==> src/design/trde_pkg.sv <==
// Shared types and constants for the touch release debounce block.
// No dependencies; used by trde_ctrl, trde_datapath and the top level.
package trde_pkg;

    localparam int NUM_ELECTRODES = 12;
    localparam int ELEC_W         = 4;
    localparam int THR_W          = 8;
    localparam int TIME_W         = 32;
    localparam int CFG_IDX_W      = 1;
    localparam int CFG_DATA_W     = 32;

    localparam logic [ELEC_W-1:0] LAST_ELEC = ELEC_W'(NUM_ELECTRODES - 1);

    // configuration register indexes
    localparam logic [CFG_IDX_W-1:0] REG_RELEASE_THRESHOLD = 1'd0;
    localparam logic [CFG_IDX_W-1:0] REG_SETTLE_TIME_US    = 1'd1;

    localparam logic [THR_W-1:0]  RESET_THRESHOLD = 8'd4;
    localparam logic [TIME_W-1:0] RESET_SETTLE_US = 32'd500000;

    // controller -> datapath
    typedef struct packed {
        logic load;       // take a new scan
        logic step;       // filter the current electrode and advance
        logic record;     // with step: latch event into the pending slot
        logic push;       // move pending event to output, not last
        logic push_last;  // move pending event to output as last of scan
    } trde_cmd_t;

    // datapath -> controller
    typedef struct packed {
        logic diff;       // filtered state differs from reported state
        logic settle;     // scan falls inside the settle period
        logic pend_valid; // an event waits in the pending slot
        logic last_idx;   // current electrode is the final one
        logic out_free;   // output register can take an item this cycle
    } trde_sts_t;

endpackage

==> src/design/trde_ctrl.sv <==
// Scan sequencer for the touch release debounce block.
// Depends on trde_pkg for command and status types.
module trde_ctrl (
    input  logic                clk,
    input  logic                rst_n,
    input  logic                s_tvalid,
    output logic                s_tready,
    input  trde_pkg::trde_sts_t sts,
    output trde_pkg::trde_cmd_t cmd
);

    localparam logic [1:0] ST_IDLE  = 2'd0;
    localparam logic [1:0] ST_SCAN  = 2'd1;
    localparam logic [1:0] ST_FLUSH = 2'd2;

    logic [1:0] state_reg;
    logic [1:0] state_next;

    always_comb
    begin
        state_next    = state_reg;
        cmd           = '0;
        s_tready      = 1'b0;
        case (state_reg)
            ST_IDLE:
            begin
                s_tready = 1'b1;
                if (s_tvalid)
                begin
                    cmd.load   = 1'b1;
                    state_next = ST_SCAN;
                end
            end
            ST_SCAN:
            begin
                if (!sts.diff)
                begin
                    cmd.step = 1'b1;
                    if (sts.last_idx)
                    begin
                        state_next = ST_FLUSH;
                    end
                end
                else if (sts.settle)
                begin
                    // first change in settle period ends the scan silently
                    cmd.step   = 1'b1;
                    state_next = ST_IDLE;
                end
                else if (!sts.pend_valid || sts.out_free)
                begin
                    cmd.step   = 1'b1;
                    cmd.record = 1'b1;
                    cmd.push   = sts.pend_valid;
                    if (sts.last_idx)
                    begin
                        state_next = ST_FLUSH;
                    end
                end
            end
            ST_FLUSH:
            begin
                if (!sts.pend_valid)
                begin
                    state_next = ST_IDLE;
                end
                else if (sts.out_free)
                begin
                    cmd.push_last = 1'b1;
                    state_next    = ST_IDLE;
                end
            end
            default:
            begin
                state_next = ST_IDLE;
            end
        endcase
    end

    always_ff @(posedge clk or negedge rst_n)
    begin
        if (!rst_n)
        begin
            state_reg <= ST_IDLE;
        end
        else
        begin
            state_reg <= state_next;
        end
    end

    a_no_step_when_idle: assert property (@(posedge clk) disable iff (!rst_n)
        (state_reg == ST_IDLE) |-> !(cmd.step || cmd.push || cmd.push_last))
        else $error("step or push issued while idle");

    a_last_needs_pending: assert property (@(posedge clk) disable iff (!rst_n)
        cmd.push_last |-> sts.pend_valid)
        else $error("last item pushed with no pending event");

    a_settle_never_records: assert property (@(posedge clk) disable iff (!rst_n)
        cmd.record |-> !sts.settle)
        else $error("event recorded during settle period");

endmodule

==> src/design/trde_datapath.sv <==
// Filter state, pending event slot and output register for the touch
// release debounce block. Depends on trde_pkg.
module trde_datapath (
    input  logic                                clk,
    input  logic                                rst_n,
    input  trde_pkg::trde_cmd_t                 cmd,
    output trde_pkg::trde_sts_t                 sts,
    input  logic [trde_pkg::NUM_ELECTRODES-1:0] in_bits,
    input  logic [trde_pkg::TIME_W-1:0]         in_time_us,
    input  logic                                cfg_we,
    input  logic [trde_pkg::CFG_IDX_W-1:0]      cfg_index,
    input  logic [trde_pkg::CFG_DATA_W-1:0]     cfg_wdata,
    output logic                                out_valid,
    input  logic                                out_ready,
    output logic [trde_pkg::ELEC_W-1:0]         out_electrode,
    output logic                                out_pressed,
    output logic                                out_last
);

    logic [trde_pkg::THR_W-1:0]          thr_reg;
    logic [trde_pkg::TIME_W-1:0]         settle_us_reg;

    logic [trde_pkg::NUM_ELECTRODES-1:0] bits_reg;
    logic                                settle_reg;
    logic [trde_pkg::ELEC_W-1:0]         idx_reg;

    logic [trde_pkg::NUM_ELECTRODES-1:0] filt_reg;
    logic [trde_pkg::NUM_ELECTRODES-1:0] rep_reg;
    logic [trde_pkg::THR_W-1:0]          cnt_reg [trde_pkg::NUM_ELECTRODES];

    logic                                pend_valid_reg;
    logic [trde_pkg::ELEC_W-1:0]         pend_elec_reg;
    logic                                pend_pressed_reg;

    logic                                out_valid_reg;
    logic [trde_pkg::ELEC_W-1:0]         out_elec_reg;
    logic                                out_pressed_reg;
    logic                                out_last_reg;

    logic                                raw;
    logic [trde_pkg::THR_W-1:0]          cnt_inc;
    logic                                filt_next;
    logic [trde_pkg::THR_W-1:0]          cnt_next;

    // per-electrode filter update
    always_comb
    begin
        raw     = bits_reg[idx_reg];
        cnt_inc = cnt_reg[idx_reg] + 1'b1;
        if (raw)
        begin
            filt_next = 1'b1;
            cnt_next  = '0;
        end
        else if (filt_reg[idx_reg])
        begin
            if (cnt_inc >= thr_reg)
            begin
                filt_next = 1'b0;
                cnt_next  = '0;
            end
            else
            begin
                filt_next = 1'b1;
                cnt_next  = cnt_inc;
            end
        end
        else
        begin
            filt_next = 1'b0;
            cnt_next  = cnt_reg[idx_reg];
        end
    end

    always_comb
    begin
        sts.diff       = filt_next != rep_reg[idx_reg];
        sts.settle     = settle_reg;
        sts.pend_valid = pend_valid_reg;
        sts.last_idx   = idx_reg == trde_pkg::LAST_ELEC;
        sts.out_free   = !out_valid_reg || out_ready;
    end

    always_ff @(posedge clk or negedge rst_n)
    begin
        if (!rst_n)
        begin
            thr_reg       <= trde_pkg::RESET_THRESHOLD;
            settle_us_reg <= trde_pkg::RESET_SETTLE_US;
        end
        else if (cfg_we)
        begin
            case (cfg_index)
                trde_pkg::REG_RELEASE_THRESHOLD: thr_reg <= cfg_wdata[trde_pkg::THR_W-1:0];
                trde_pkg::REG_SETTLE_TIME_US:    settle_us_reg <= cfg_wdata;
                default: ;
            endcase
        end
    end

    // scan context; payload, no reset needed
    always_ff @(posedge clk)
    begin
        if (cmd.load)
        begin
            bits_reg   <= in_bits;
            settle_reg <= in_time_us < settle_us_reg;
        end
    end

    always_ff @(posedge clk or negedge rst_n)
    begin
        if (!rst_n)
        begin
            idx_reg  <= '0;
            filt_reg <= '0;
            rep_reg  <= '0;
            for (int i = 0; i < trde_pkg::NUM_ELECTRODES; i++)
            begin
                cnt_reg[i] <= '0;
            end
        end
        else
        begin
            if (cmd.load)
            begin
                idx_reg <= '0;
            end
            else if (cmd.step)
            begin
                idx_reg           <= idx_reg + 1'b1;
                filt_reg[idx_reg] <= filt_next;
                cnt_reg[idx_reg]  <= cnt_next;
                if (cmd.record)
                begin
                    rep_reg[idx_reg] <= filt_next;
                end
            end
        end
    end

    always_ff @(posedge clk or negedge rst_n)
    begin
        if (!rst_n)
        begin
            pend_valid_reg <= 1'b0;
        end
        else if (cmd.step && cmd.record)
        begin
            pend_valid_reg <= 1'b1;
        end
        else if (cmd.push_last)
        begin
            pend_valid_reg <= 1'b0;
        end
    end

    always_ff @(posedge clk)
    begin
        if (cmd.step && cmd.record)
        begin
            pend_elec_reg    <= idx_reg;
            pend_pressed_reg <= filt_next;
        end
    end

    always_ff @(posedge clk or negedge rst_n)
    begin
        if (!rst_n)
        begin
            out_valid_reg <= 1'b0;
        end
        else if (cmd.push || cmd.push_last)
        begin
            out_valid_reg <= 1'b1;
        end
        else if (out_ready)
        begin
            out_valid_reg <= 1'b0;
        end
    end

    always_ff @(posedge clk)
    begin
        if (cmd.push || cmd.push_last)
        begin
            out_elec_reg    <= pend_elec_reg;
            out_pressed_reg <= pend_pressed_reg;
            out_last_reg    <= cmd.push_last;
        end
    end

    assign out_valid     = out_valid_reg;
    assign out_electrode = out_elec_reg;
    assign out_pressed   = out_pressed_reg;
    assign out_last      = out_last_reg;

    a_no_overwrite: assert property (@(posedge clk) disable iff (!rst_n)
        (cmd.push || cmd.push_last) |-> (!out_valid_reg || out_ready))
        else $error("output register overwritten while stalled");

    a_pending_not_lost: assert property (@(posedge clk) disable iff (!rst_n)
        (cmd.step && cmd.record && pend_valid_reg) |-> cmd.push)
        else $error("pending event replaced without being pushed");

    a_idx_in_range: assert property (@(posedge clk) disable iff (!rst_n)
        cmd.step |-> (idx_reg <= trde_pkg::LAST_ELEC))
        else $error("electrode index out of range");

endmodule

==> src/design/touch_release_debounce_events.sv <==
// Top level of the touch release debounce block: scan controller plus
// datapath. Depends on trde_pkg, trde_ctrl and trde_datapath.
//
//  channel  | dir | handshake          | contents
//  ---------+-----+--------------------+---------------------------------------
//  s_*      | in  | s_tvalid/s_tready  | one scan: raw touch bits and time
//  m_*      | out | m_tvalid/m_tready  | one on/off event, m_tlast ends a scan
//  cfg_*    | in  | cfg_we             | release threshold, settle time
//
// An item is accepted in ST_IDLE, then the electrodes are visited one per
// cycle unless a new event waits on a stalled output, then ST_FLUSH pushes any
// final event; the single shared filter unit takes no new item before that.
// Events leave through a pending slot and an output register, so the last
// event of a scan is marked once the scan is known to have no more.
// A stalled m_tready holds the scan on an electrode with a new event if one is pending.
// Reset clears all filter, count and reported state; threshold 4, settle 500 ms.
// s_tready is high only between scans; it stays low while a final event waits to flush.
module touch_release_debounce_events (
    input  logic                                clk,
    input  logic                                rst_n,
    input  logic                                s_tvalid,
    output logic                                s_tready,
    input  logic [47:0]                         s_tdata,   // [11:0] touch_bits, [43:12] time_us
    output logic                                m_tvalid,
    input  logic                                m_tready,
    output logic [7:0]                          m_tdata,   // [3:0] electrode, [4] pressed
    output logic                                m_tlast,   // last event of the scan
    input  logic                                cfg_we,
    input  logic [trde_pkg::CFG_IDX_W-1:0]      cfg_index,
    input  logic [trde_pkg::CFG_DATA_W-1:0]     cfg_wdata
);

    trde_pkg::trde_cmd_t         cmd;
    trde_pkg::trde_sts_t         sts;
    logic [trde_pkg::ELEC_W-1:0] electrode;
    logic                        pressed;

    trde_ctrl u_ctrl (
        .clk      (clk),
        .rst_n    (rst_n),
        .s_tvalid (s_tvalid),
        .s_tready (s_tready),
        .sts      (sts),
        .cmd      (cmd)
    );

    trde_datapath u_dp (
        .clk           (clk),
        .rst_n         (rst_n),
        .cmd           (cmd),
        .sts           (sts),
        .in_bits       (s_tdata[11:0]),
        .in_time_us    (s_tdata[43:12]),
        .cfg_we        (cfg_we),
        .cfg_index     (cfg_index),
        .cfg_wdata     (cfg_wdata),
        .out_valid     (m_tvalid),
        .out_ready     (m_tready),
        .out_electrode (electrode),
        .out_pressed   (pressed),
        .out_last      (m_tlast)
    );

    // electrode in the low nibble, pressed above it, zero fill to the byte
    assign m_tdata = {3'b000, pressed, electrode};

endmodule
==> config.mk <==
export PLATFORM = sky130hd
export DESIGN_NAME = touch_release_debounce_events
export DESIGN_NICKNAME = d
export VERILOG_FILES = /design/src/design/trde_pkg.sv /design/src/design/trde_ctrl.sv /design/src/design/trde_datapath.sv /design/src/design/touch_release_debounce_events.sv
export SDC_FILE = /design/constraint.sdc
export NUM_CORES = 1
export LEC_CHECK = 0
export ABC_CLOCK_PERIOD_IN_PS = 12400
export BUFFER_PORTS_ARGS = -buffer_cell sky130_fd_sc_hd__buf_2
export CAP_MARGIN = 15
export CORE_MARGIN = 2
export CORE_UTILIZATION = 35
export DETAILED_ROUTE_END_ITERATION = 10
export PLACE_DENSITY = 0.52
export REMOVE_ABC_BUFFERS = 1
export SLEW_MARGIN = 20
export SYNTH_ARGS = -nofsm -noshare
export SYNTH_HDL_FRONTEND = slang
export SYNTH_SLANG_ARGS = --single-unit
==> constraint.sdc <==
create_clock -name clk -period 12.4 [get_ports clk]
set_input_delay 2.48 -clock clk [delete_from_list [all_inputs] [get_ports clk]]
set_output_delay 2.48 -clock clk [all_outputs]
set_load 0.05 [all_outputs]
==> results of run 1 <==
## through the flow
step / hold WS [ns] / worst slack, ns / total power [mW] / util
finish: 0.420 / 6.26 / 2.14 / 0.405
global route: 0.426 / 5.72 / 2.27 / 0.405
CTS: 0.422 / 6.19 / 2.17 / 0.404
detailed placement: 0.405 / 6.23 / 1.57 / 0.382
global placement: 0.405 / 6.25 / 1.56 / 0.382
floorplan: 0.400 / 6.65 / 1.34 / -
## metal layers
metal,part of all wire,GRT usage,vias up
li1,-,-,3071
met3,0.042,0.0282,17
met1,0.48,0.206,3203
met4,0.011,0.0402,0
met5,0,0,-
met2,0.47,0.255,114
## final timing paths
kind / start / to / slack (ns) / depth (start not counted)
worst min register to register: u_dp.pend_elec_reg[3] / u_dp.out_electrode[3] / 0.42 / 0
min in group asynchronous: rst_n / u_dp.settle_us_reg[29] / 1.94 / 1
max in group asynchronous: rst_n / u_dp.cnt_reg[13] / 9.19 / 2
worst min-delay path: u_dp.pend_elec_reg[3] / u_dp.out_electrode[3] / 0.42 / 0
worst max-delay path: u_dp.idx_reg[0] / u_dp.cnt_reg[52] / 6.26 / 18
worst max register to register: u_dp.idx_reg[0] / u_dp.cnt_reg[52] / 6.26 / 18
## cell type report
cell class | count | share of cell area
inverter | 44 | 0.0150
clock buffer | 18 | 0.0384
tap | 378 | 0.0423
multi-input combinational | 517 | 0.397
timing repair buffer | 101 | 0.0485
clock inverter | 14 | 0.0175
sequential | 192 | 0.442
## worst max-delay path, delay by kind of cell, from the launching register on
family | cells | cell delay (ns)
AO/OA/AOI/OAI | 5 | 1.52
XOR/XNOR | 1 | 0.18
adder cells (fa/ha/maj) | 2 | 0.52
buffers and inverters | 3 | 0.73
flip-flops | 1 | 0.75
multiplexers | 3 | 1.21
AND/OR/NAND/NOR | 4 | 1.06
## power groups by stage
stage / sequential [mW] / combinational [mW] / clock (mW)
after global placement: 0.839 / 0.725 / 0
after floorplan: 0.880 / 0.460 / 0
after global routing: 0.844 / 0.795 / 0.632
final: 0.828 / 0.720 / 0.589
after CTS: 0.830 / 0.732 / 0.606
after detailed placement: 0.842 / 0.731 / 0
## synthesized netlist by cell type (5+ instances only)
cell type	number
a32o_1	8
nand2_1	61
nor2_1	25
mux2i_1	8
dfstp_2	8
buf_1	5
buf_2	10
nor2b_1	6
a31oi_1	10
a21o_1	15
nand4_1	6
a22oi_1	7
mux2_2	95
nand3_1	13
a21oi_1	22
xnor2_1	5
inv_1	43
o2bb2ai_1	25
nand2b_1	7
ha_1	44
edfxtp_1	24
dfrtp_1	160
clkbuf_1	19
mux4_2	32
o21ai_0	69
## placed cells by master (no fill, tap or decap), types with 3 or more instances in the layout
cell type  count
o21ai_1        3
dfstp_2        8
o22ai_1        3
conb_1         3
mux2i_1        8
mux2_2        95
nor2b_1        6
and3_1         4
clkbuf_16     17
clkinv_4       3
a22oi_1        7
buf_2         88
bufinv_16      3
nor2_1        24
nand2_1       61
nor2_2         5
inv_6          3
a22o_1         4
edfxtp_1      24
xnor2_1        5
o21ai_0       69
mux4_2        32
a32o_1         8
nand4_1        6
dfrtp_1      159
nand2b_1       7
buf_4         12
nand3_1       13
a21oi_1       22
a31oi_1       10
ha_1          44
nor3_1         3
inv_1         43
inv_8          4
o2bb2ai_1     25
a21boi_0       3
a21o_1        15
nor3b_1        4
## kinds of logic after synthesis
kind of cell             Yosys count  synth area share
other                              1          0.000385
flip-flops                       192             0.507
buffers and inverters             86            0.0393
adder cells (fa/ha/maj)           44            0.0565
multiplexers                     137             0.196
AND/OR/NAND/NOR                  143            0.0710
XOR/XNOR                           7           0.00629
AO/OA/AOI/OAI                    183             0.124
==> key figures, run 1 <==
Outcome
  – Status: complete, no violations

Critical path
  – Crit path DAT: between 6 and 7 ns
  – Cell mode on critical path: ha_1
  – Crit path kind: register to register
  – Max incr delay on CP: roughly 0.75 ns
  – CP Launch Type: register
  – Crit path cell chain: buf_4, mux4_2, a22oi_1, nand2_1, ha_1, inv_1, a221oi_1, nand3_1, xnor2_1, ha_1, a41oi_1, o21ai_0, a211oi_4, nor2_8, inv_4, mux2_4, nor2_1, mux2_2
  – Max Fanout on Critical Path: 28
  – Worst Setup End Kind: register
  – Worst Path Required: approximately 13 ns
  – Critical path's slowest cell: dfrtp_2

Flow run
  – Number of max-cap violations: 0

CTS
  – CTS tree: done
  – CTS Buf Count: 17
  – CTS clk-pin slew, worst paths: approximately 0.07 ns
  – Clk sinks: 192
  – Post-CTS sizing: 0
  – Clk buf depth: 2
  – Clk root buf: clkbuf_16
  – # hold bufs at CTS: 0
  – Post-CTS Setup Bufs: 0
  – Clock Latency Late Sink: between 0.4 and 0.5 ns
  – Htree depth: 4

Synthesis
  – Synth area leader: dfrtp_1
  – Synth async-reset ratio: 0.875
  – Mapped Area: approximately 10000 µm²
  – Top cells by area, synth: dfrtp_1 41%, mux2_2 11%, edfxtp_1 7.4%
  – Post-Syn Instances: ~800
  – Synth Warn #: 0
  – Seq cells post-synth: between 150 and 200
  – Main synth FF type: dfrtp_1
  – Register area share after synthesis: 0.507
  – EDFF count, synth: 24
  – Yosys top cell area share: 0.411
  – Avg Inst Size Synth: 12.3 µm²
  – Synth unique cells: 59

Finish
  – Max reg flops: 96
  – Fillers: around 2,700
  – Multi-input logic area: between 4000 and 5000 µm²
  – NumNets Final: between 1,000 and 1,500
  – Share of layout cells above drive strength 1: 0.319
  – Post-route cell area: about 11,000 µm²
  – FF+latch area: a little under 5000 µm²
  – Synthesis-to-layout area growth: 14.7%
  – Non-filler cells, final: between 1,000 and 1,500
  – Diode count: 0

Floorplan
  – Initial Util: 0.353
  – Row count: 61
  – Core ar.: ~28,000 µm²
  – IO Count: 97
  – Die area: roughly 29,000 µm²
  – Die Y: approximately 170 µm
  – Die width: ~170 µm

Pwr
  – Leak pwr: roughly 5.0 nW
  – Flop pwr share: 0.388
  – Clock power share: 0.276
  – Sw Share: 0.366
  – NetSw: a little under 800 µW
  – Power density over the cells: 191 nW/µm²
  – Comb power frac: 0.337
  – Worst vdd ir: roughly 100 µV
  – Int Pwr: approximately 1.4 mW

Global routing
  – Number of global-route vias before repair: ~6,600
  – Pin count of the biggest net entering global routing: 72
  – Global-route wire length before repair: roughly 35,000 µm
  – GRT Resource Usage Total: 0.153
  – Initial antenna violation count: 0
  – Global route overflow: 0

Routing
  – Via count: around 6,400
  – Vias per cell: just over 5
  – Drt first pass iters: 4
  – Total Wirelength: around 21,000 µm
  – Iteration-0 DRC Markers: 310
  – WL/cell: 16.8 µm
  – Post-route DRC violation count: 0
  – Post-DRT Antenna Nets: 0

Placement
  – Inst Count DP: about 1,200
  – Placed Area: 10,600 µm²
  – GP Congestion: between 0.7 and 0.8
  – Port Buffers: just under 90
  – HPWL Detailed: between 15,000 and 20,000 µm

Timing
  – Highest Clock Rate: 163 MHz
  – Final Skew: ~0.012 ns
  – Worst slew pin tran: between 0.9 and 1 ns
  – Unrepaired setup endpoints after global routing: no
  – Sum Neg Setup Slack: 0 ns
  – Hold Vio Cnt, Final: 0
  – Final Setup Violations: 0
  – Post-layout minimum cycle time: 6.14 ns
  – Slew Limit Fails: 0
  – Rel. slew slack: 0.339
  – Final worst-path cycle share: 0.495

Worst hold path
  – Worst min-delay path class: register to register
Power figures use the tool's default switching activity.
==> inputs of run 2 (changes only) <==
ABC_CLOCK_PERIOD_IN_PS = 5600   (was 12400)
PLACE_DENSITY = 0.54   (was 0.52)
clock period = 5.6 ns   (was 12.4 ns; I/O delays follow)
==> key figures, run 2 (synthesis gave the netlist of run 1 again) <==
Finish
  – Synthesis-to-layout area growth: 15.4%
  – Non-filler cells, final: between 1,000 and 1,500
  – NumNets Final: ~1,000
  – Max reg flops: 96
  – FF+latch area: between 4000 and 5000 µm²
  – Fillers: ~2,700
  – Most frequent cells in the layout: 159 x dfrtp_1, 95 x mux2_2, 88 x buf_2, 69 x o21ai_0, 61 x nand2_1
  – Multi-input logic area: 4430 µm²
  – Leading cell type in the layout, fill and taps excluded: dfrtp_1
  – Diode count: 0
  – Share of layout cells above drive strength 1: 0.327
  – Fin util: 0.407

CTS
  – CTS clk-pin slew, worst paths: around 0.070 ns
  – Clk root buf: clkbuf_16
  – Htree depth: 4
  – Clock Latency Late Sink: roughly 0.44 ns
  – Post-CTS Setup Bufs: 0
  – Clk buf depth: 2
  – Clk sinks: ~190
  – CTS Buf Count: 17
  – CTS tree: done

Global routing
  – Number of global-route vias before repair: roughly 6,500
  – Global route overflow: 0
  – Pin count of the biggest net entering global routing: 100
  – GRT Resource Usage Total: 0.152
  – Initial antenna violation count: 0
  – Global-route wire length before repair: 34,700 µm

Placement
  – Inst Count DP: 1,242
  – GP Congestion: ~0.75
  – HPWL Detailed: around 15,000 µm
  – Port Buffers: 89

Timing
  – Final worst-path cycle share: 0.913
  – Final Skew: 0.0140 ns
  – Post-layout minimum cycle time: roughly 5.1 ns
  – Unrepaired setup endpoints after global routing: no
  – Rel. slew slack: 0.345
  – Final Setup Violations: 0
  – Worst slew pin tran: 0.982 ns
  – Highest Clock Rate: 196 MHz
  – Slew Limit Fails: 0
  – Hold Vio Cnt, Final: 0

Pwr
  – Sw Share: 0.367
  – Worst vdd ir: around 300 µV
  – Leak pwr: 5.07 nW
  – Flop pwr share: 0.387
  – Comb power frac: 0.354
  – Power density over the cells: ~420 nW/µm²
  – NetSw: 1.73 mW
  – Clock power share: 0.260
  – Int Pwr: 2.99 mW

Critical path
  – R2R Path Start: u_dp.idx_reg[0]
  – Delay-heaviest family, CP: compound AO/OA/AOI/OAI gates
  – Max Fanout on Critical Path: 17
  – Crit path cell chain: buf_4, mux4_2, mux2i_1, o21ai_0, nand2_1, nor2_1, xor2_1, ha_1, a41oi_1, o21ai_0, a211oi_4, buf_4, nor2b_1, a211oi_1, o21ai_1, o2bb2ai_1
  – Worst Path Required: between 5 and 6 ns
  – Critical path's slowest cell: dfrtp_4
  – Crit path DAT: between 5 and 6 ns
  – Critical Path Source: u_dp.idx_reg[0]
  – Buf/Inv on CP: 2
  – CP Launch Type: register
  – Max incr delay on CP: 0.65 ns
  – Worst R2R Setup Slack: approximately 0.5 ns
  – Crit path kind: register to register
  – Worst Setup End Kind: register

Outcome
  – Status: complete, no violations

Worst hold path
  – Worst min-delay path class: register to register
  – HP Start: u_dp.pend_elec_reg[2]

Floorplan
  – Die Y: 171 µm
  – Core ar.: ~28,000 µm²
  – Die area: 29,200 µm²
  – IO Count: 97
  – Row count: 61
  – Die width: about 170 µm
  – Initial Util: 0.353

Flow run
  – Number of max-cap violations: 0

Routing
  – Drt first pass iters: 4
  – Post-route DRC violation count: 0
  – WL/cell: ~16 µm
  – Total Wirelength: approximately 21,000 µm
  – Iteration-0 DRC Markers: between 400 and 500
  – Vias per cell: 5.04
  – Post-DRT Antenna Nets: 0
  – Via count: between 6,000 and 7,000
==> run 2: cell types whose count changed in the layout (fill, tap and decap cells not counted), sizes merged <==
| cell | before | now |
|---|---|---|
| clkinvlp | 1 | 2 |
| inv | 51 | 50 |
| buf | 101 | 111 |
| bufinv | 3 | 1 |
| clkbuf | 18 | 20 |
==> run 2: layer usage <==
layer,vias up,global-route usage,routed length (µm)
met3,22,0.0285,821
met5,-,0,0
li1,3094,-,-
met1,3174,0.208,10100
met4,0,0.0483,395
met2,127,0.245,9700
==> run 2: stage by stage <==
stage	hold WS (ns)	setup TNS (ns)	area, µm²	power [mW]	setup slack (ns)
2_1_floorplan	0.400	-6.44	9530	2.97	-0.154
3_3_place_gp	0.403	0	10700	3.51	0.363
3_5_place_dp	0.405	0	10700	3.54	0.309
4_1_cts	0.420	0	11200	4.78	0.318
5_1_grt	0.421	0	11200	5.02	0.0173
6_report	0.422	0	11200	4.72	0.486
==> run 2: final timing paths <==
path / to / depth (start not counted)
worst max-delay path: u_dp.cnt_reg[7] / 16
worst min-delay path: u_dp.out_electrode[2] / 0
worst max register to register: u_dp.cnt_reg[7] / 16
worst min register to register: u_dp.out_electrode[2] / 0
max in group asynchronous: u_dp.cnt_reg[90] / 2
min in group asynchronous: u_dp.settle_us_reg[21] / 1
==> run 2: timing repair <==
action	4_1_cts	5_1_grt
gates resized for setup	0	1
setup endpoints to repair	0	75
hold buffers	0	0
==> run 2: power by group through the flow <==
stage | combinational [mW] | sequential [mW] | clock, mW
6_report | 1.67 | 1.83 | 1.23
5_1_grt | 1.85 | 1.86 | 1.31
4_1_cts | 1.69 | 1.83 | 1.26
3_5_place_dp | 1.69 | 1.85 | 0
3_3_place_gp | 1.66 | 1.85 | 0
2_1_floorplan | 1.02 | 1.95 | 0
==> run 2: area by class of cell <==
cell class,instances,share of cell area
clock buffer,20,0.0416
clock inverter,12,0.0107
inverter,44,0.0149
sequential,192,0.439
tap,378,0.0421
multi-input combinational,517,0.394
timing repair buffer,111,0.0571
==> inputs of run 3 (changes only) <==
ABC_CLOCK_PERIOD_IN_PS = 5300   (was 5600)
PLACE_DENSITY = 0.52   (was 0.54)
clock period = 5.3 ns   (was 5.6 ns; I/O delays follow)
==> key figures, run 3 (synthesis gave the netlist of run 1 again) <==
CTS
  – Clock Latency Late Sink: approximately 0.44 ns
  – Htree depth: 4
  – CTS Buf Count: 17
  – Post-CTS Setup Bufs: 0
  – CTS clk-pin slew, worst paths: around 0.08 ns
  – Clk root buf: clkbuf_16
  – Clk buf depth: 2
  – CTS tree: done
  – Clk sinks: around 190
  – Post-CTS sizing: 0
  – # hold bufs at CTS: 0

Placement
  – Inst Count DP: roughly 1,300
  – GP Congestion: just under 0.8
  – HPWL Detailed: around 16,000 µm
  – Worst slack at placement: roughly 0.25 ns
  – Port Buffers: 89

Routing
  – Iteration-0 DRC Markers: 420
  – WL/cell: roughly 17 µm
  – Total Wirelength: roughly 22,000 µm
  – Via count: approximately 6,600
  – Vias per cell: 5.11
  – Post-route DRC violation count: 0
  – Drt first pass iters: 5
  – Post-DRT Antenna Nets: 0

Floorplan
  – Die area: a little under 30,000 µm²
  – IO Count: just under 100
  – Die width: between 150 and 200 µm
  – Die Y: between 150 and 200 µm
  – Row count: between 60 and 70
  – Core ar.: around 28,000 µm²
  – Initial Util: 0.353

Critical path
  – Worst Path Required: roughly 5.6 ns
  – Max Fanout on Critical Path: 28
  – Crit path kind: register to register
  – CP Launch Type: register
  – Crit path DAT: around 5.2 ns
  – Worst Setup End Kind: register

Finish
  – Synthesis-to-layout area growth: 17.7%
  – NumNets Final: a little over 1,000
  – Max reg flops: 96
  – Most frequent cells in the layout: 159 x dfrtp_1, 95 x mux2_2, 88 x buf_2, 69 x o21ai_0, 61 x nand2_1
  – Fillers: roughly 2,600
  – Diode count: 0
  – Share of layout cells above drive strength 1: 0.345
  – Leading cell type in the layout, fill and taps excluded: dfrtp_1
  – Non-filler cells, final: around 1,300

Global routing
  – Initial antenna violation count: 0
  – Global-route wire length before repair: around 36,000 µm
  – Global route overflow: 0
  – Number of global-route vias before repair: roughly 6,500
  – Pin count of the biggest net entering global routing: 96
  – GRT Resource Usage Total: 0.157

Timing
  – Highest Clock Rate: between 200 and 250 MHz
  – Slew Limit Fails: 0
  – Hold Vio Cnt, Final: 0
  – Final Skew: 0.0138 ns
  – Final worst-path cycle share: 0.924
  – Final Setup Violations: 0
  – Hold Slack: about 0.42 ns
  – Post-layout minimum cycle time: about 4.9 ns
  – Post-route worst setup slack: between 0.4 and 0.5 ns
  – Rel. slew slack: 0.265
  – Unrepaired setup endpoints after global routing: no
  – Worst slew pin tran: 1.10 ns
  – Sum Neg Setup Slack: 0 ns

Pwr
  – Worst vdd ir: roughly 240 µV
  – Final total power: around 5.1 mW
  – Leak pwr: 5.20 nW
  – Power density over the cells: 449 nW/µm²

Flow run
  – Number of max-cap violations: 0

Outcome
  – Status: complete, no violations

Worst hold path
  – Worst min-delay path class: register to register
-- run 3: cell count changes in the layout (fill, tap and decap cells not counted), sizes merged --
| cell | change |
|---|---|
| bufinv | +1 |
| inv | +2 |
| clkinvlp | -1 |
| clkbuf | -2 |
| buf | +20 |
-- run 3: layout make-up --
| class | count | area (µm²) | area share |
|---|---|---|---|
| clock inverter | 14 | 171 | 0.0150 |
| timing repair buffer | 131 | 830 | 0.0724 |
| tap | 378 | 473 | 0.0413 |
| clock buffer | 18 | 439 | 0.0383 |
| multi-input combinational | 517 | 4440 | 0.388 |
| sequential | 192 | 4940 | 0.431 |
| inverter | 44 | 168 | 0.0146 |
-- run 3: power breakdown --
group          switching, mW  internal (mW)
Sequential             0.151           1.77
Clock                  0.624          0.728
Combinational           1.12          0.755
Total                   1.89           3.26
-- run 3: metal layers --
metal / track usage / share of wire / wire [µm] / vias up
met5: 0 / 0 / 0 / -
met4: 0.0512 / 0.017 / 366 / 0
met3: 0.0273 / 0.042 / 928 / 22
met2: 0.252 / 0.47 / 10200 / 144
met1: 0.218 / 0.48 / 10500 / 3299
li1: - / - / - / 3146
-- run 3: worst paths after layout --
path	endpoint	startpoint	slack, ns	cells past startpoint
setup / recovery	u_dp.cnt_reg[9]	u_dp.idx_reg[0]	0.40	16
hold / removal	u_dp.out_electrode[1]	u_dp.pend_elec_reg[1]	0.42	0
setup reg to reg	u_dp.cnt_reg[9]	u_dp.idx_reg[0]	0.40	16
hold reg to reg	u_dp.out_electrode[1]	u_dp.pend_elec_reg[1]	0.42	0
max in group asynchronous	u_dp.idx_reg[0]	rst_n	3.66	2
min in group asynchronous	u_dp.settle_us_reg[30]	rst_n	0.70	1
-- run 3: worst max-delay path: stages (launching register included) --
cell and delay (ns):
dfrtp_4 0.63, buf_12 0.21, mux4_2 0.56, a22oi_1 0.25, nand2_1 0.18, nand4_1 0.22, nor2_1 0.08, xor2_1 0.15
ha_1 0.32, a41oi_1 0.21, o21ai_0 0.19, a211oi_4 0.38, nor2_8 0.05, inv_4 0.10, mux2_4 0.45, nor2_2 0.38
mux2_2 0.38
-- run 3: metrics by stage --
| step | utilization | instance area (µm²) |
|---|---|---|
| finish | 0.415 | 11500 |
| global route | 0.415 | 11500 |
| CTS | 0.414 | 11400 |
| detailed placement | 0.392 | 10800 |
| global placement | 0.392 | 10800 |
| floorplan | - | 9530 |
